$ cat src/design/tpss_pkg.sv
// ----------------------------------------------------------------------------
// tpss_pkg
// Shared constants, codes, transaction types and helpers for the tick pattern
// step sequencer.
// ----------------------------------------------------------------------------
`default_nettype none

package tpss_pkg;

   // Sizing of the pattern store and the sequencer timing.
   localparam int PATTERN_COUNT     = 8;
   localparam int STEPS_PER_PATTERN = 16;
   localparam int TICK_INTERVAL     = 10;
   localparam int STORE_DEPTH       = PATTERN_COUNT * STEPS_PER_PATTERN;

   localparam int ADDR_W = (STORE_DEPTH > 1) ? $clog2(STORE_DEPTH) : 1;
   localparam int ACT_W  = (PATTERN_COUNT > 1) ? $clog2(PATTERN_COUNT) : 1;
   localparam int STEP_W = $clog2(STEPS_PER_PATTERN + 1);

   // Fixed field widths.
   localparam int OP_W       = 3;
   localparam int PID_W      = 3;
   localparam int SIDX_W     = 4;
   localparam int DUR_W      = 8;
   localparam int CODE_W     = 2;
   localparam int WORD_W     = DUR_W + 2 * CODE_W;
   localparam int CSR_W      = 14;
   localparam int TIME_W     = DUR_W + CSR_W;
   localparam int ANGLE_W    = 8;
   localparam int CUR_STEP_W = 4;

   localparam logic [CSR_W-1:0] SIXTEENTH_MS_RESET = CSR_W'(125);

   // Actuator angles.
   localparam logic [ANGLE_W-1:0] ANGLE_STRUM_RAISED  = ANGLE_W'(0);
   localparam logic [ANGLE_W-1:0] ANGLE_STRUM_LOWERED = ANGLE_W'(180);
   localparam logic [ANGLE_W-1:0] ANGLE_MUTE_RAISED   = ANGLE_W'(29);
   localparam logic [ANGLE_W-1:0] ANGLE_MUTE_LOWERED  = ANGLE_W'(140);

   // Step action codes.
   localparam logic [CODE_W-1:0] STRUM_HIT  = 2'd1;
   localparam logic [CODE_W-1:0] STRUM_LIFT = 2'd2;
   localparam logic [CODE_W-1:0] MUTE_KEEP  = 2'd0;
   localparam logic [CODE_W-1:0] MUTE_ON    = 2'd1;
   localparam logic [CODE_W-1:0] MUTE_CLEAR = 2'd2;

   // Operation codes.
   localparam logic [OP_W-1:0] OP_TICK    = 3'd0;
   localparam logic [OP_W-1:0] OP_WRITE   = 3'd1;
   localparam logic [OP_W-1:0] OP_START   = 3'd2;
   localparam logic [OP_W-1:0] OP_RESTART = 3'd3;
   localparam logic [OP_W-1:0] OP_STOP    = 3'd4;
   localparam logic [OP_W-1:0] OP_TOGGLE  = 3'd5;

   typedef struct packed {
      logic [OP_W-1:0]   op;
      logic [PID_W-1:0]  pattern_id;
      logic [SIDX_W-1:0] step_index;
      logic [DUR_W-1:0]  step_sixteenths;
      logic [CODE_W-1:0] strum_code;
      logic [CODE_W-1:0] mute_code;
      logic              last_step;
      logic              loop_mode;
   } req_type;

   typedef struct packed {
      logic [ANGLE_W-1:0]    strum_angle;
      logic [ANGLE_W-1:0]    mute_angle;
      logic                  strum_moved;
      logic                  mute_moved;
      logic                  running;
      logic [CUR_STEP_W-1:0] current_step;
   } rsp_type;

   // Transaction held in the execute stage, decoded at issue.
   typedef struct packed {
      logic [OP_W-1:0]  op;
      logic             pid_ok;
      logic [ACT_W-1:0] active;
      logic             loop_mode;
      logic             wrap;
   } item_type;

   // Play position as it stands after all older transactions.
   typedef struct packed {
      logic [ACT_W-1:0]  active;
      logic [STEP_W-1:0] step;
   } play_pos_type;

   // Store address of one step of one pattern.
   function automatic logic [ADDR_W-1:0] store_addr(input logic [ACT_W-1:0] pat,
                                                    input logic [STEP_W-1:0] step);
      int sum;
      sum = int'(pat) * STEPS_PER_PATTERN + int'(step);
      return ADDR_W'(sum);
   endfunction

endpackage

`default_nettype wire

$ cat src/design/tpss_store.sv
// ----------------------------------------------------------------------------
// tpss_store
// Pattern step memory: one write port and one read port, registered read data,
// and a clearing sweep after reset that zeroes every entry.
// ----------------------------------------------------------------------------
`default_nettype none

module tpss_store
   import tpss_pkg::*;
(
   input  wire logic              clock,
   input  wire logic              reset,
   input  wire logic              wr_en,
   input  wire logic [ADDR_W-1:0] wr_addr,
   input  wire logic [WORD_W-1:0] wr_data,
   input  wire logic              rd_en,
   input  wire logic [ADDR_W-1:0] rd_addr,
   output logic      [WORD_W-1:0] rd_data,
   output logic                   busy
);

   logic [WORD_W-1:0] mem [STORE_DEPTH];
   logic [ADDR_W-1:0] clr_idx_ff, clr_idx_in;
   logic              busy_ff, busy_in;
   logic [WORD_W-1:0] rd_data_ff;

   // The sweep walks the store once, one entry per cycle.
   always_comb begin
      clr_idx_in = clr_idx_ff;
      busy_in    = busy_ff;
      if (busy_ff) begin
         clr_idx_in = clr_idx_ff + 1'b1;
         if (clr_idx_ff == ADDR_W'(STORE_DEPTH - 1)) begin
            busy_in = 1'b0;
         end
      end
   end

   always_ff @(posedge clock) begin
      if (reset) begin
         clr_idx_ff <= '0;
         busy_ff    <= 1'b1;
      end else begin
         clr_idx_ff <= clr_idx_in;
         busy_ff    <= busy_in;
      end
   end

   // Memory array: the sweep has priority over normal writes.
   always_ff @(posedge clock) begin
      if (busy_ff) begin
         mem[clr_idx_ff] <= '0;
      end else if (wr_en) begin
         mem[wr_addr] <= wr_data;
      end
   end

   // Read data holds while no read is issued.
   always_ff @(posedge clock) begin
      if (rd_en) begin
         rd_data_ff <= mem[rd_addr];
      end
   end

   assign rd_data = rd_data_ff;
   assign busy    = busy_ff;

endmodule

`default_nettype wire

$ cat src/design/tpss_play.sv
// ----------------------------------------------------------------------------
// tpss_play
// Playback state and execute stage: applies one transaction against the
// step word read from the store and forms its response.
// ----------------------------------------------------------------------------
`default_nettype none

module tpss_play
   import tpss_pkg::*;
(
   input  wire logic              clock,
   input  wire logic              reset,
   input  wire logic              item_valid,
   input  wire logic              item_fire,
   input  wire item_type          item,
   input  wire logic [WORD_W-1:0] word,
   input  wire logic [CSR_W-1:0]  sixteenth_ms,
   output play_pos_type           fwd_pos,
   output rsp_type                result
);

   logic [ACT_W-1:0]  active_ff, active_in;
   logic [STEP_W-1:0] step_ff, step_in;
   logic [TIME_W-1:0] time_left_ff, time_left_in;
   logic              playing_ff, playing_in;
   logic              repeat_ff, repeat_in;
   logic [CODE_W-1:0] mute_status_ff, mute_status_in;
   logic              strum_lowered_ff, strum_lowered_in;
   logic              mute_lowered_ff, mute_lowered_in;

   logic              strum_moved;
   logic              mute_moved;
   logic              load;
   logic [STEP_W-1:0] next_step;
   logic [DUR_W-1:0]  word_dur;
   logic [CODE_W-1:0] word_strum;
   logic [CODE_W-1:0] word_mute;
   logic [TIME_W-1:0] step_time;

   assign word_dur   = word[WORD_W-1 -: DUR_W];
   assign word_strum = word[2*CODE_W-1 -: CODE_W];
   assign word_mute  = word[CODE_W-1:0];
   assign next_step  = step_ff + 1'b1;

   // Countdown of a freshly loaded step.
   assign step_time = {{CSR_W{1'b0}}, word_dur} * {{DUR_W{1'b0}}, sixteenth_ms};

   // Next playback state for the transaction in this stage.
   always_comb begin
      active_in        = active_ff;
      step_in          = step_ff;
      time_left_in     = time_left_ff;
      playing_in       = playing_ff;
      repeat_in        = repeat_ff;
      mute_status_in   = mute_status_ff;
      strum_lowered_in = strum_lowered_ff;
      mute_lowered_in  = mute_lowered_ff;
      strum_moved      = 1'b0;
      mute_moved       = 1'b0;
      load             = 1'b0;

      case (item.op)
         OP_TICK: begin
            if (playing_ff) begin
               if (time_left_ff > TIME_W'(TICK_INTERVAL)) begin
                  time_left_in = time_left_ff - TIME_W'(TICK_INTERVAL);
               end else if (item.wrap) begin
                  if (repeat_ff) begin
                     step_in = '0;
                     load    = 1'b1;
                  end else begin
                     playing_in = 1'b0;
                     step_in    = next_step;
                  end
               end else begin
                  step_in = next_step;
                  load    = 1'b1;
               end
            end
         end
         OP_START: begin
            if (item.pid_ok) begin
               active_in  = item.active;
               step_in    = '0;
               load       = 1'b1;
               repeat_in  = item.loop_mode;
               playing_in = 1'b1;
            end
         end
         OP_RESTART: begin
            playing_in = 1'b1;
            step_in    = '0;
            load       = 1'b1;
         end
         OP_STOP: begin
            playing_in       = 1'b0;
            time_left_in     = '0;
            repeat_in        = 1'b0;
            strum_lowered_in = 1'b0;
            mute_lowered_in  = 1'b0;
            strum_moved      = 1'b1;
            mute_moved       = 1'b1;
         end
         OP_TOGGLE: begin
            if (mute_status_ff == MUTE_ON) begin
               mute_status_in  = MUTE_CLEAR;
               mute_lowered_in = 1'b0;
            end else begin
               mute_status_in  = MUTE_ON;
               mute_lowered_in = 1'b1;
            end
            mute_moved = 1'b1;
         end
         default: begin
         end
      endcase

      // Apply the step word read for this transaction.
      if (load) begin
         time_left_in   = step_time;
         mute_status_in = word_mute;
         case (word_strum)
            STRUM_HIT: begin
               strum_lowered_in = 1'b1;
               strum_moved      = 1'b1;
            end
            STRUM_LIFT: begin
               strum_lowered_in = 1'b0;
               strum_moved      = 1'b1;
            end
            default: begin
            end
         endcase
         case (word_mute)
            MUTE_ON: begin
               mute_lowered_in = 1'b1;
               mute_moved      = 1'b1;
            end
            MUTE_CLEAR: begin
               mute_lowered_in = 1'b0;
               mute_moved      = 1'b1;
            end
            default: begin
            end
         endcase
      end
   end

   always_ff @(posedge clock) begin
      if (reset) begin
         active_ff        <= '0;
         step_ff          <= '0;
         time_left_ff     <= '0;
         playing_ff       <= 1'b0;
         repeat_ff        <= 1'b0;
         mute_status_ff   <= MUTE_KEEP;
         strum_lowered_ff <= 1'b0;
         mute_lowered_ff  <= 1'b0;
      end else if (item_fire) begin
         active_ff        <= active_in;
         step_ff          <= step_in;
         time_left_ff     <= time_left_in;
         playing_ff       <= playing_in;
         repeat_ff        <= repeat_in;
         mute_status_ff   <= mute_status_in;
         strum_lowered_ff <= strum_lowered_in;
         mute_lowered_ff  <= mute_lowered_in;
      end
   end

   // Position seen by the issue stage includes the transaction held here.
   always_comb begin
      if (item_valid) begin
         fwd_pos.active = active_in;
         fwd_pos.step   = step_in;
      end else begin
         fwd_pos.active = active_ff;
         fwd_pos.step   = step_ff;
      end
   end

   // Response for this transaction.
   always_comb begin
      result.strum_angle  = strum_lowered_in ? ANGLE_STRUM_LOWERED : ANGLE_STRUM_RAISED;
      result.mute_angle   = mute_lowered_in ? ANGLE_MUTE_LOWERED : ANGLE_MUTE_RAISED;
      result.strum_moved  = strum_moved;
      result.mute_moved   = mute_moved;
      result.running      = playing_in;
      result.current_step = CUR_STEP_W'(step_in);
   end

endmodule

`default_nettype wire

$ cat src/design/tick_pattern_step_sequencer_top.sv
// ----------------------------------------------------------------------------
// tick_pattern_step_sequencer_top
// Tick-driven step sequencer that plays stored patterns to a strum and a
// mute actuator and reports their angles for every transaction.
// ----------------------------------------------------------------------------
//   Channel   Ports                       Direction  Content
//   request   req_valid/ready/data        in         one command (req_type)
//   response  rsp_valid/ready/data        out        one response (rsp_type)
//   csr       csr_wr_en/csr_wr_data       in         sixteenth_ms, no wait
//
// One transaction per cycle is accepted unless a stall holds it. A request is
// decoded and issues its store access in the cycle it is accepted, is then held
// in the execute stage register, and its response is held in the output register.
// After reset the store is cleared one entry per cycle; req_ready stays low
// during that sweep, csr writes are taken as usual.
// A stalled response holds the execute stage and then the request side.
// ----------------------------------------------------------------------------
`default_nettype none

module tick_pattern_step_sequencer_top
   import tpss_pkg::*;
(
   input  wire logic             clock,
   input  wire logic             reset,
   input  wire logic             req_valid,
   output logic                  req_ready,
   input  wire req_type          req_data,
   output logic                  rsp_valid,
   input  wire logic             rsp_ready,
   output rsp_type               rsp_data,
   input  wire logic             csr_wr_en,
   input  wire logic [CSR_W-1:0] csr_wr_data
);

   logic [CSR_W-1:0]  sixteenth_ms_ff;
   logic [STEP_W-1:0] lengths_ff [PATTERN_COUNT];

   logic              ex_valid_ff, ex_valid_in;
   item_type          ex_item_ff, ex_item_in;
   logic              rsp_valid_ff, rsp_valid_in;
   rsp_type           rsp_data_ff;

   logic              accept;
   logic              ex_advance;
   logic              ex_fire;
   logic              pid_ok;
   logic              sidx_ok;
   logic [ACT_W-1:0]  req_pat;
   logic [STEP_W-1:0] req_step;
   play_pos_type      fwd_pos;
   logic [STEP_W-1:0] iss_len;
   logic [STEP_W-1:0] iss_next;
   logic              iss_wrap;
   logic              wr_en;
   logic [ADDR_W-1:0] wr_addr;
   logic [WORD_W-1:0] wr_data;
   logic              rd_en;
   logic [ADDR_W-1:0] rd_addr;
   logic [WORD_W-1:0] rd_data;
   logic              store_busy;
   rsp_type           ex_result;

   // Handshake: the execute stage moves on when the output register frees up.
   assign ex_advance = !rsp_valid_ff || rsp_ready;
   assign ex_fire    = ex_valid_ff && ex_advance;
   assign req_ready  = !store_busy && (!ex_valid_ff || ex_advance);
   assign accept     = req_valid && req_ready;

   // Request decode.
   assign pid_ok   = int'(req_data.pattern_id) < PATTERN_COUNT;
   assign sidx_ok  = int'(req_data.step_index) < STEPS_PER_PATTERN;
   assign req_pat  = ACT_W'(req_data.pattern_id);
   assign req_step = STEP_W'(req_data.step_index);

   // Step that a tick would move to, from the position after older transactions.
   assign iss_len  = lengths_ff[fwd_pos.active];
   assign iss_next = fwd_pos.step + 1'b1;
   assign iss_wrap = iss_next >= iss_len;

   // Store access issued with the request.
   always_comb begin
      case (req_data.op)
         OP_START:   rd_addr = store_addr(req_pat, '0);
         OP_RESTART: rd_addr = store_addr(fwd_pos.active, '0);
         default:    rd_addr = store_addr(fwd_pos.active, iss_wrap ? '0 : iss_next);
      endcase
   end

   assign rd_en   = accept && (req_data.op == OP_TICK || req_data.op == OP_START ||
                               req_data.op == OP_RESTART);
   assign wr_en   = accept && (req_data.op == OP_WRITE) && pid_ok && sidx_ok;
   assign wr_addr = store_addr(req_pat, req_step);
   assign wr_data = {req_data.step_sixteenths, req_data.strum_code, req_data.mute_code};

   tpss_store u_store (
      .clock   (clock),
      .reset   (reset),
      .wr_en   (wr_en),
      .wr_addr (wr_addr),
      .wr_data (wr_data),
      .rd_en   (rd_en),
      .rd_addr (rd_addr),
      .rd_data (rd_data),
      .busy    (store_busy)
   );

   // Pattern lengths are set by a step write that carries the last-step flag.
   always_ff @(posedge clock) begin
      if (reset) begin
         for (int i = 0; i < PATTERN_COUNT; i++) begin
            lengths_ff[i] <= '0;
         end
      end else if (wr_en && req_data.last_step) begin
         lengths_ff[req_pat] <= req_step + 1'b1;
      end
   end

   // Tempo register.
   always_ff @(posedge clock) begin
      if (reset) begin
         sixteenth_ms_ff <= SIXTEENTH_MS_RESET;
      end else if (csr_wr_en) begin
         sixteenth_ms_ff <= csr_wr_data;
      end
   end

   // Execute stage register.
   always_comb begin
      ex_item_in.op        = req_data.op;
      ex_item_in.pid_ok    = pid_ok;
      ex_item_in.active    = req_pat;
      ex_item_in.loop_mode = req_data.loop_mode;
      ex_item_in.wrap      = iss_wrap;
      if (accept) begin
         ex_valid_in = 1'b1;
      end else if (ex_fire) begin
         ex_valid_in = 1'b0;
      end else begin
         ex_valid_in = ex_valid_ff;
      end
   end

   always_ff @(posedge clock) begin
      if (reset) begin
         ex_valid_ff <= 1'b0;
      end else begin
         ex_valid_ff <= ex_valid_in;
      end
   end

   always_ff @(posedge clock) begin
      if (accept) begin
         ex_item_ff <= ex_item_in;
      end
   end

   tpss_play u_play (
      .clock        (clock),
      .reset        (reset),
      .item_valid   (ex_valid_ff),
      .item_fire    (ex_fire),
      .item         (ex_item_ff),
      .word         (rd_data),
      .sixteenth_ms (sixteenth_ms_ff),
      .fwd_pos      (fwd_pos),
      .result       (ex_result)
   );

   // Output register.
   always_comb begin
      if (ex_fire) begin
         rsp_valid_in = 1'b1;
      end else if (rsp_ready) begin
         rsp_valid_in = 1'b0;
      end else begin
         rsp_valid_in = rsp_valid_ff;
      end
   end

   always_ff @(posedge clock) begin
      if (reset) begin
         rsp_valid_ff <= 1'b0;
      end else begin
         rsp_valid_ff <= rsp_valid_in;
      end
   end

   always_ff @(posedge clock) begin
      if (ex_fire) begin
         rsp_data_ff <= ex_result;
      end
   end

   assign rsp_valid = rsp_valid_ff;
   assign rsp_data  = rsp_data_ff;

endmodule

`default_nettype wire
$ cat config.mk
export PLATFORM = sky130hd
export DESIGN_NAME = tick_pattern_step_sequencer_top
export DESIGN_NICKNAME = d
export VERILOG_FILES = /design/src/design/tpss_pkg.sv /design/src/design/tpss_store.sv /design/src/design/tpss_play.sv /design/src/design/tick_pattern_step_sequencer_top.sv
export SDC_FILE = /design/constraint.sdc
export NUM_CORES = 2
export LEC_CHECK = 0
export BUFFER_PORTS_ARGS = -buffer_cell sky130_fd_sc_hd__buf_4
export CELL_PAD_IN_SITES_DETAIL_PLACEMENT = 1
export CELL_PAD_IN_SITES_GLOBAL_PLACEMENT = 2
export CORE_MARGIN = 4
export CORE_UTILIZATION = 46
export CTS_CLUSTER_SIZE = 8
export DETAILED_ROUTE_END_ITERATION = 8
export HOLD_SLACK_MARGIN = 0.05
export PLACE_DENSITY = 0.78
export REMOVE_ABC_BUFFERS = 1
export SLEW_MARGIN = 20
export SYNTH_ARGS = -nofsm -noshare
export SYNTH_HDL_FRONTEND = slang
export SYNTH_SLANG_ARGS = --single-unit
$ cat constraint.sdc
create_clock -name clock -period 8.17 [get_ports clock]
set_input_delay 0.4085 -clock clock [delete_from_list [all_inputs] [get_ports clock]]
set_output_delay 0.4085 -clock clock [all_outputs]
set_load 0.02 [all_outputs]
# [After elaboration in Yosys (flattened, before gate mapping)]
# Memory sizes are Yosys's and may differ from the RTL's. A register that Yosys moved wholly into a read port is not among the register bits.
# Index checks and enable logic that the tools add are counted.
[word_totals] ram_bits=1576 register_bits=91 inputBits=43 n_memories=2 out_inout_bits=25 word_cells=141
[mem_list] memory="u_store.mem" depth=128 width=12 rd=1 rd_ports_with_merged_regs=1 wr=1 line_no="tpss_store.sv:22" source="logic [WORD_W-1:0] mem [STORE_DEPTH];"
[mem_list] memory="lengths_ff" depth=8 width=5 rd=1 rd_ports_with_merged_regs=0 wr=8 line_no="tick_pattern_step_sequencer_top.sv:36" source="logic [STEP_W-1:0] lengths_ff [PATTERN_COUNT];"
[op_classes] add_sub_neg=7 n_reduce_logical=29 eq_ne=15 muxes=62 multipliers=1 order_cmp=2
[ops] cell="22-bit two-way mux" n=3
[ops] cell="22-bit one-hot mux with 2 select lines" n=1
[ops] cell="1-bit two-way mux" n=34
[ops] cell="5-bit two-way mux" n=6
[ops] cell="8-bit two-way mux" n=3
[ops] cell="22-bit by 4-bit > comparator with 1-bit output (second input constant)" n=1
[ops] cell="8-bit by 14-bit multiplier with 22-bit output" n=1
[ops] cell="22-bit by 4-bit subtractor with 22-bit output (second input constant)" n=1
[ops] cell="7-bit one-hot mux with 2 select lines" n=1
[ops] cell="3-bit by 2-bit equality test with 1-bit output (second input constant)" n=4
[ops] cell="12-bit two-way mux" n=1
[ops] cell="12-bit OR reduction" n=1
[ops] cell="5-bit by 1-bit adder with 5-bit output (second input constant)" n=2
[ops] cell="1-bit one-hot mux with 2 select lines" n=5
[ops] cell="5-bit one-hot mux with 2 select lines" n=1
[ops] cell="2-bit nonzero test" n=4
[ops] cell="2-bit OR reduction" n=4
[ops] cell="7-bit by 1-bit adder with 7-bit output (second input constant)" n=1
[ops] cell="7-bit by 4-bit adder with 7-bit output" n=1
[ops] cell="7-bit by 5-bit adder with 7-bit output" n=1
[ops] cell="7-bit equality test (second input constant)" n=1
[ops] cell="7-bit two-way mux" n=1
[ops] cell="2-bit by 1-bit equality test with 1-bit output (second input constant)" n=3
[ops] cell="3-bit equality test (second input constant)" n=2
[ops] cell="16 further kinds" n=33

# [Depth between registers and ports, before layout]
[depth] word_depth=12 ltp_mapped=32 depth_no_buf=25

# [Modules after synthesis]
# Synthesis repeated with hierarchy kept, for this count alone.
[hier_totals] hier_cells=3502 area_unflattened_um2=69960.8
[by_module_without_submodules] module="tpss_store" seq_area_each_um2=46644.7 n_inst=1 cells_each=2436 area_each_um2=59839.9
[by_module_without_submodules] module="tpss_play" seq_area_each_um2=720.7 n_inst=1 cells_each=778 area_each_um2=6213.5
[by_module_without_submodules] module="tick_pattern_step_sequencer_top" seq_area_each_um2=2452.4 n_inst=1 cells_each=288 area_each_um2=3907.5

# [Worst setup path after synthesis]
# Ideal clock, no wire load.
[synth_timing] path_type="reg-to-reg" startpoint="reg u_play.time_left_ff[6]" endpoint="reg u_store.rd_data_ff[2] (netlist: u_store.rd_data[2]), read port of u_store.mem, data pin" path_stages_with_launch=31 setup_ns=0.260 n_path_buf=12 path_slack_ns=1.764 t_required_ns=7.910 period_less_slack_ns=6.406 arrival_ns=6.146 path_cell_list="dfxtp_1 > buf_6 > nor4_4 > nand4_2 > or3_1 > a21oi_1 > buf_2 > inv_2 > clkbuf_1 > buf_2 > buf_2 > buf_1 > ha_1 > o31a_1 > nor2_2 > buf_2 > ha_1 > or2_2 > a31oi_1 > o211a_1 > and2_1 > clkbuf_1 > clkbuf_1 > clkbuf_1 > clkbuf_1 > clkbuf_1 > nand3_1 > o211ai_1 > o311ai_0 > o22ai_1 > a31oi_1"
[synth_via] elab_chain_len=10
[synth_lines] item="from (decl)" line_no="tpss_play.sv:24" source="logic [TIME_W-1:0] time_left_ff, time_left_in;"
[synth_lines] item="from (signal assigned)" line_no="tpss_play.sv:162" source="time_left_ff <= time_left_in;"
[synth_lines] item="22-bit by 4-bit > comparator with 1-bit output (*)" line_no="tpss_play.sv:65" source="if (time_left_ff > TIME_W'(TICK_INTERVAL)) begin"
[synth_lines] item="5-bit two-way mux (*)" line_no="tpss_play.sv:65"
[synth_lines] item="5-bit two-way mux (*)" line_no="tpss_play.sv:64" source="if (playing_ff) begin"
[synth_lines] item="5-bit one-hot mux with 2 select lines (*)" line_no="tpss_play.sv:62" source="case (item.op)"
[synth_lines] item="8-bit two-way mux (*)" line_no="tpss_play.sv:173" source="if (item_valid) begin"
[synth_lines] item="5-bit by 1-bit adder with 5-bit output (*)" line_no="tick_pattern_step_sequencer_top.sv:77" source="assign iss_next = fwd_pos.step + 1'b1;"
[synth_lines] item="5-bit >= comparator" line_no="tick_pattern_step_sequencer_top.sv:78" source="assign iss_wrap = iss_next >= iss_len;"
[synth_lines] item="5-bit two-way mux (*)" line_no="tick_pattern_step_sequencer_top.sv:85" source="default: rd_addr = store_addr(fwd_pos.active, iss_wrap ? '0 : iss_next);"
[synth_lines] item="7-bit by 5-bit adder with 7-bit output (*)" line_no="tpss_pkg.sv:94" source="sum = int'(pat) * STEPS_PER_PATTERN + int'(step);"
[synth_lines] item="7-bit one-hot mux with 2 select lines (*)" line_no="tick_pattern_step_sequencer_top.sv:82" source="case (req_data.op)"
[synth_lines] item="to (decl)" line_no="tpss_store.sv:25" source="logic [WORD_W-1:0] rd_data_ff;"
# Every way passes the cells marked *; elsewhere a longest branch is shown, timed or not.
# A chain may end at the register's enable or synchronous reset.

# [Final worst setup path]
[layout_timing] startpoint="reg u_play.time_left_ff[10]" endpoint="reg u_store.rd_data_ff[9] (netlist: u_store.rd_data[9]), read port of u_store.mem, data pin"
# The elaborated chain is that of the path after synthesis.

==> summary.md <==
| Metric | Value |
|---|---|
| Die area | around 160000 sq um |
| Combinational share of power | a little under 5% |
| Largest net degree at the start of global routing | 170 |
| Adder-Cell Fraction of Synth Area | around 3.0% |
| Num rows | 144 |
| Initial Util | 46.4% |
| DIE HEIGHT | 403 um |
| Clk Latency, worst-skew pair | around 840 ps |
| RSZ-0062 raised after global routing | false |
| CTS sink count | 1666 |
| Max Cap Viol | 0 |
| Worst Setup End Kind | register |
| Via count of the first global-routing pass | approximately 49000 |
| Xor/xnor share of the synthesized area | 0.220% |
| Synth area leaders | edfxtp_1 67%, nand2_1 3.8%, mux2i_1 2.2% |
| Initial antenna violation count | 8 |
| Post-CTS resize count | 0 |
| Netlist cell types | 79 |
| CTS root buf | clkbuf_16 |
| EDFF count, synth | 1606 |
| Hold crit path type | input pin to register |
| Worst Path Arrival | 8230 ps |
| Cell count after synthesis | 5395 |
| Via Count | between 40000 and 50000 |
| GRT Resource Usage Total | between 20% and 30% |
| First-pass GRT wire length | 333 mm |
| PortBufs | 58 |
| Critical-path cell list | nor3_2 > nand4_2 > or3_1 > a32o_1 > ha_1 > o31a_1 > nor2_4 > ha_1 > or2_2 > a31oi_1 > o211a_4 > buf_4 > nand2_4 > a21oi_1 > a31oi_1 > o311ai_0 > buf_4 > o22ai_1 > a31oi_1 |
| Clk pwr share | 45.5% |
| Cts bufs inserted | 227 |
| Busiest grt layer | met2 |
| P&R area growth vs syn | 13.5% |
| H-tree depth | 4 |
| Most used cell, CP | a31oi_1 |
| Final Slew Violations | 0 |
| Drt via density | 6.28 |
| Largest family of logic cells by synthesized area | simple AND/OR/NAND/NOR gates |
| Yosys reg bits | between 1500 and 2000 |
| Setup Skew | 62.7 ps |
| Outcome | completed |
| CTS tree | done |
| Detail Placement HPWL | ~130 mm |
| Int Pwr | 14.6 mW |
| Mean routed wirelength per cell | 29.8 um |
| Routed Antenna Nets | 0 |
| Worst path bufs/invs | 2 |
| GRT met1 Usage | a little under 40% |
| Most frequent cells in the layout | 1606 x edfxtp_1, 727 x nand2_1, 283 x nor2_1, 247 x nand3_1, 237 x nor3_1 |
| Period utilisation layout | 92.5% |
| Final Hold Viols | 0 |
| Pleak | 30.0 nW |
| CP max stage delay | 850 ps |
| Setup TNS | 0 ps |
| Sw Share | 22.1% |
| # setup viols final | 0 |
| Proportion of synthesized chip area in sequential cells | 68.9% |
| Fillers | 15073 |
| Worst slew pin tran | approximately 1200 ps |
| Slowest-stage cell, CP | o311ai_0 |
| Commonest non-fill, non-tap cell in the layout | edfxtp_1 |
| Synth Area in Compound Gates | about 9.7% |
| Crit Path Category | register to register |
| Post-route core utilization | a little over half |
| Placer Congestion | between 0.8 and 0.9 |
| DRC | 0 |
| IO Pins | just under 70 |
| Iter 0 DRT Violations | approximately 5300 |
| Routed WL | 227 mm |
| Min Tclk post-route | around 7600 ps |
| Mapped Area | 71700 sq um |
| Mean Syn Cell Area | 13.3 sq um |
| Critical path data required time | 8840 ps |
| Pre-Repair DR Iteration Count | 5 |
| Synth top area share | 67.3% |
| Chip Width | 403 um |
| Largest area contributor in the netlist | edfxtp_1 |
| Postcts setup bufs | 0 |
| CP delay by family, top | simple AND/OR/NAND/NOR gates |
| Nets@finish | between 5000 and 6000 |
| CTS clk-pin slew, worst paths | 60 ps |
| Met2 Use GR | 43.5% |
| Setup WS post-layout | 617 ps |
| Sequential power share | 49.6% |
| Clk buf depth | 3 |
| Relative slew slack | 17.0% |
| Synthesis warning total | 0 |
| Global Route met3 Usage | under 10% |
| Maximum VDD drop | 0.308 mV |
| Gr ovfl total | 0 |
| Asr flop ratio synth | 0% |
| Core area | 154000 sq um |
| Fmax | 132 MHz |
| Simple-gate area share of the yosys netlist | 12.2% |
| Place WS | 637 ps |
| Power per cell area | 230 nW/um^2 |
| Post-synth top flop | edfxtp_1 |
| Startpoint types | register |
| Mux share of post-synthesis cell area | 2.93% |
| PnR Total Power | between 15 and 20 mW |
| Psw | 4.15 mW |
| Crit-path max FO | 53 |
| Layout cells sized above 1 | 12.2% |
[area by class of cell]
type                            count  area [sq um]  area share (%)
Tap cell                         2044          2560            3.14
Sequential cell                  1666         49400            60.7
Multi-Input combinational cell   3224         20400            25.0
Antenna cell                        7          17.5          0.0215
Clock buffer                      271          5910            7.26
Clock inverter                     15           343           0.421
Timing Repair Buffer              271          2400            2.95
Inverter                           96           365           0.449
[through the flow]
step | instances | instance area [sq um] | hold slack (ps)
floorplan | 4986 | 69900 | 431
global placement | 7262 | 74600 | 446
detailed placement | 7262 | 74700 | 455
CTS | 7586 | 81300 | 108
global route | 7587 | 81400 | 140
finish | 7594 | 81400 | 154
[registers in the layout, summed over array words and instances (netlist names), 2 cells and up]
signal and count:
u_play.step_ff 5, ex_item_ff 8, u_play.active_ff 3, sixteenth_ms_ff 14, u_store.rd_data 12, lengths_ff 40
rsp_data 10, u_store.clr_idx_ff 7, u_play.time_left_ff 22, u_play.mute_status_ff 2, u_store.mem 1536
[timing repair]
action                                  CTS  global route
hold buffers                             38             0
endpoints found under the setup margin    0             0
endpoints found under the hold margin    31             0
[kinds of logic after synthesis]
logic type,Yosys count
buf+inv,512
flops,1666
compound gates,965
simple gates,1911
other cells,2
xor+xnor,18
mux,193
fa+ha+maj,128
[power by group through the flow]
stage          Clock [mW]  Combinational [mW]  Sequential [mW]
2_1_floorplan           0               0.616             9.45
3_3_place_gp            0               0.888             9.46
3_5_place_dp            0               0.903             9.46
4_1_cts              8.65               0.926             9.30
5_1_grt              9.03                1.01             9.29
6_report             8.53               0.923             9.30
[routing by layer]
metal / wire, um / share of wire [%]
met1: 95900 / 42
met3: 17900 / 7.9
met2: 107000 / 47
met5: 0 / 0
met4: 6000 / 2.6
[cells in the mapped netlist, types with 12 or more instances]
library cell,n
a211o_1,18
a211oi_1,166
a21o_1,19
a21oi_1,122
a22oi_1,20
a2bb2oi_1,13
a311o_1,22
a311oi_1,31
a31o_2,33
a31oi_1,70
and2_1,71
and3_1,117
and4_1,13
buf_1,28
buf_2,105
buf_4,21
clkbuf_1,253
dfxtp_1,60
edfxtp_1,1606
fa_1,72
ha_1,56
inv_1,95
mux2_2,22
mux2i_1,159
nand2_1,729
nand2b_1,23
nand3_1,247
nor2_1,352
nor2b_1,18
nor3_1,239
o2111ai_1,13
o211ai_1,117
o21ai_0,103
o221ai_1,85
o22ai_1,48
o311ai_0,17
o31a_1,14
or2_2,19
or3_1,49
xnor2_1,12
[worst paths after layout]
kind | cells after the start | startpoint | slack, ps | end
hold reg to reg | 2 | u_play.strum_lowered_ff | 460 | u_play.strum_lowered_ff
setup reg to reg | 19 | u_play.time_left_ff[10] | 620 | u_store.rd_data[9]
hold / removal | 2 | reset | 150 | u_store.clr_idx_ff[1]
setup / recovery | 19 | u_play.time_left_ff[10] | 620 | u_store.rd_data[9]
Note: power is estimated with default switching activity, not from simulation.
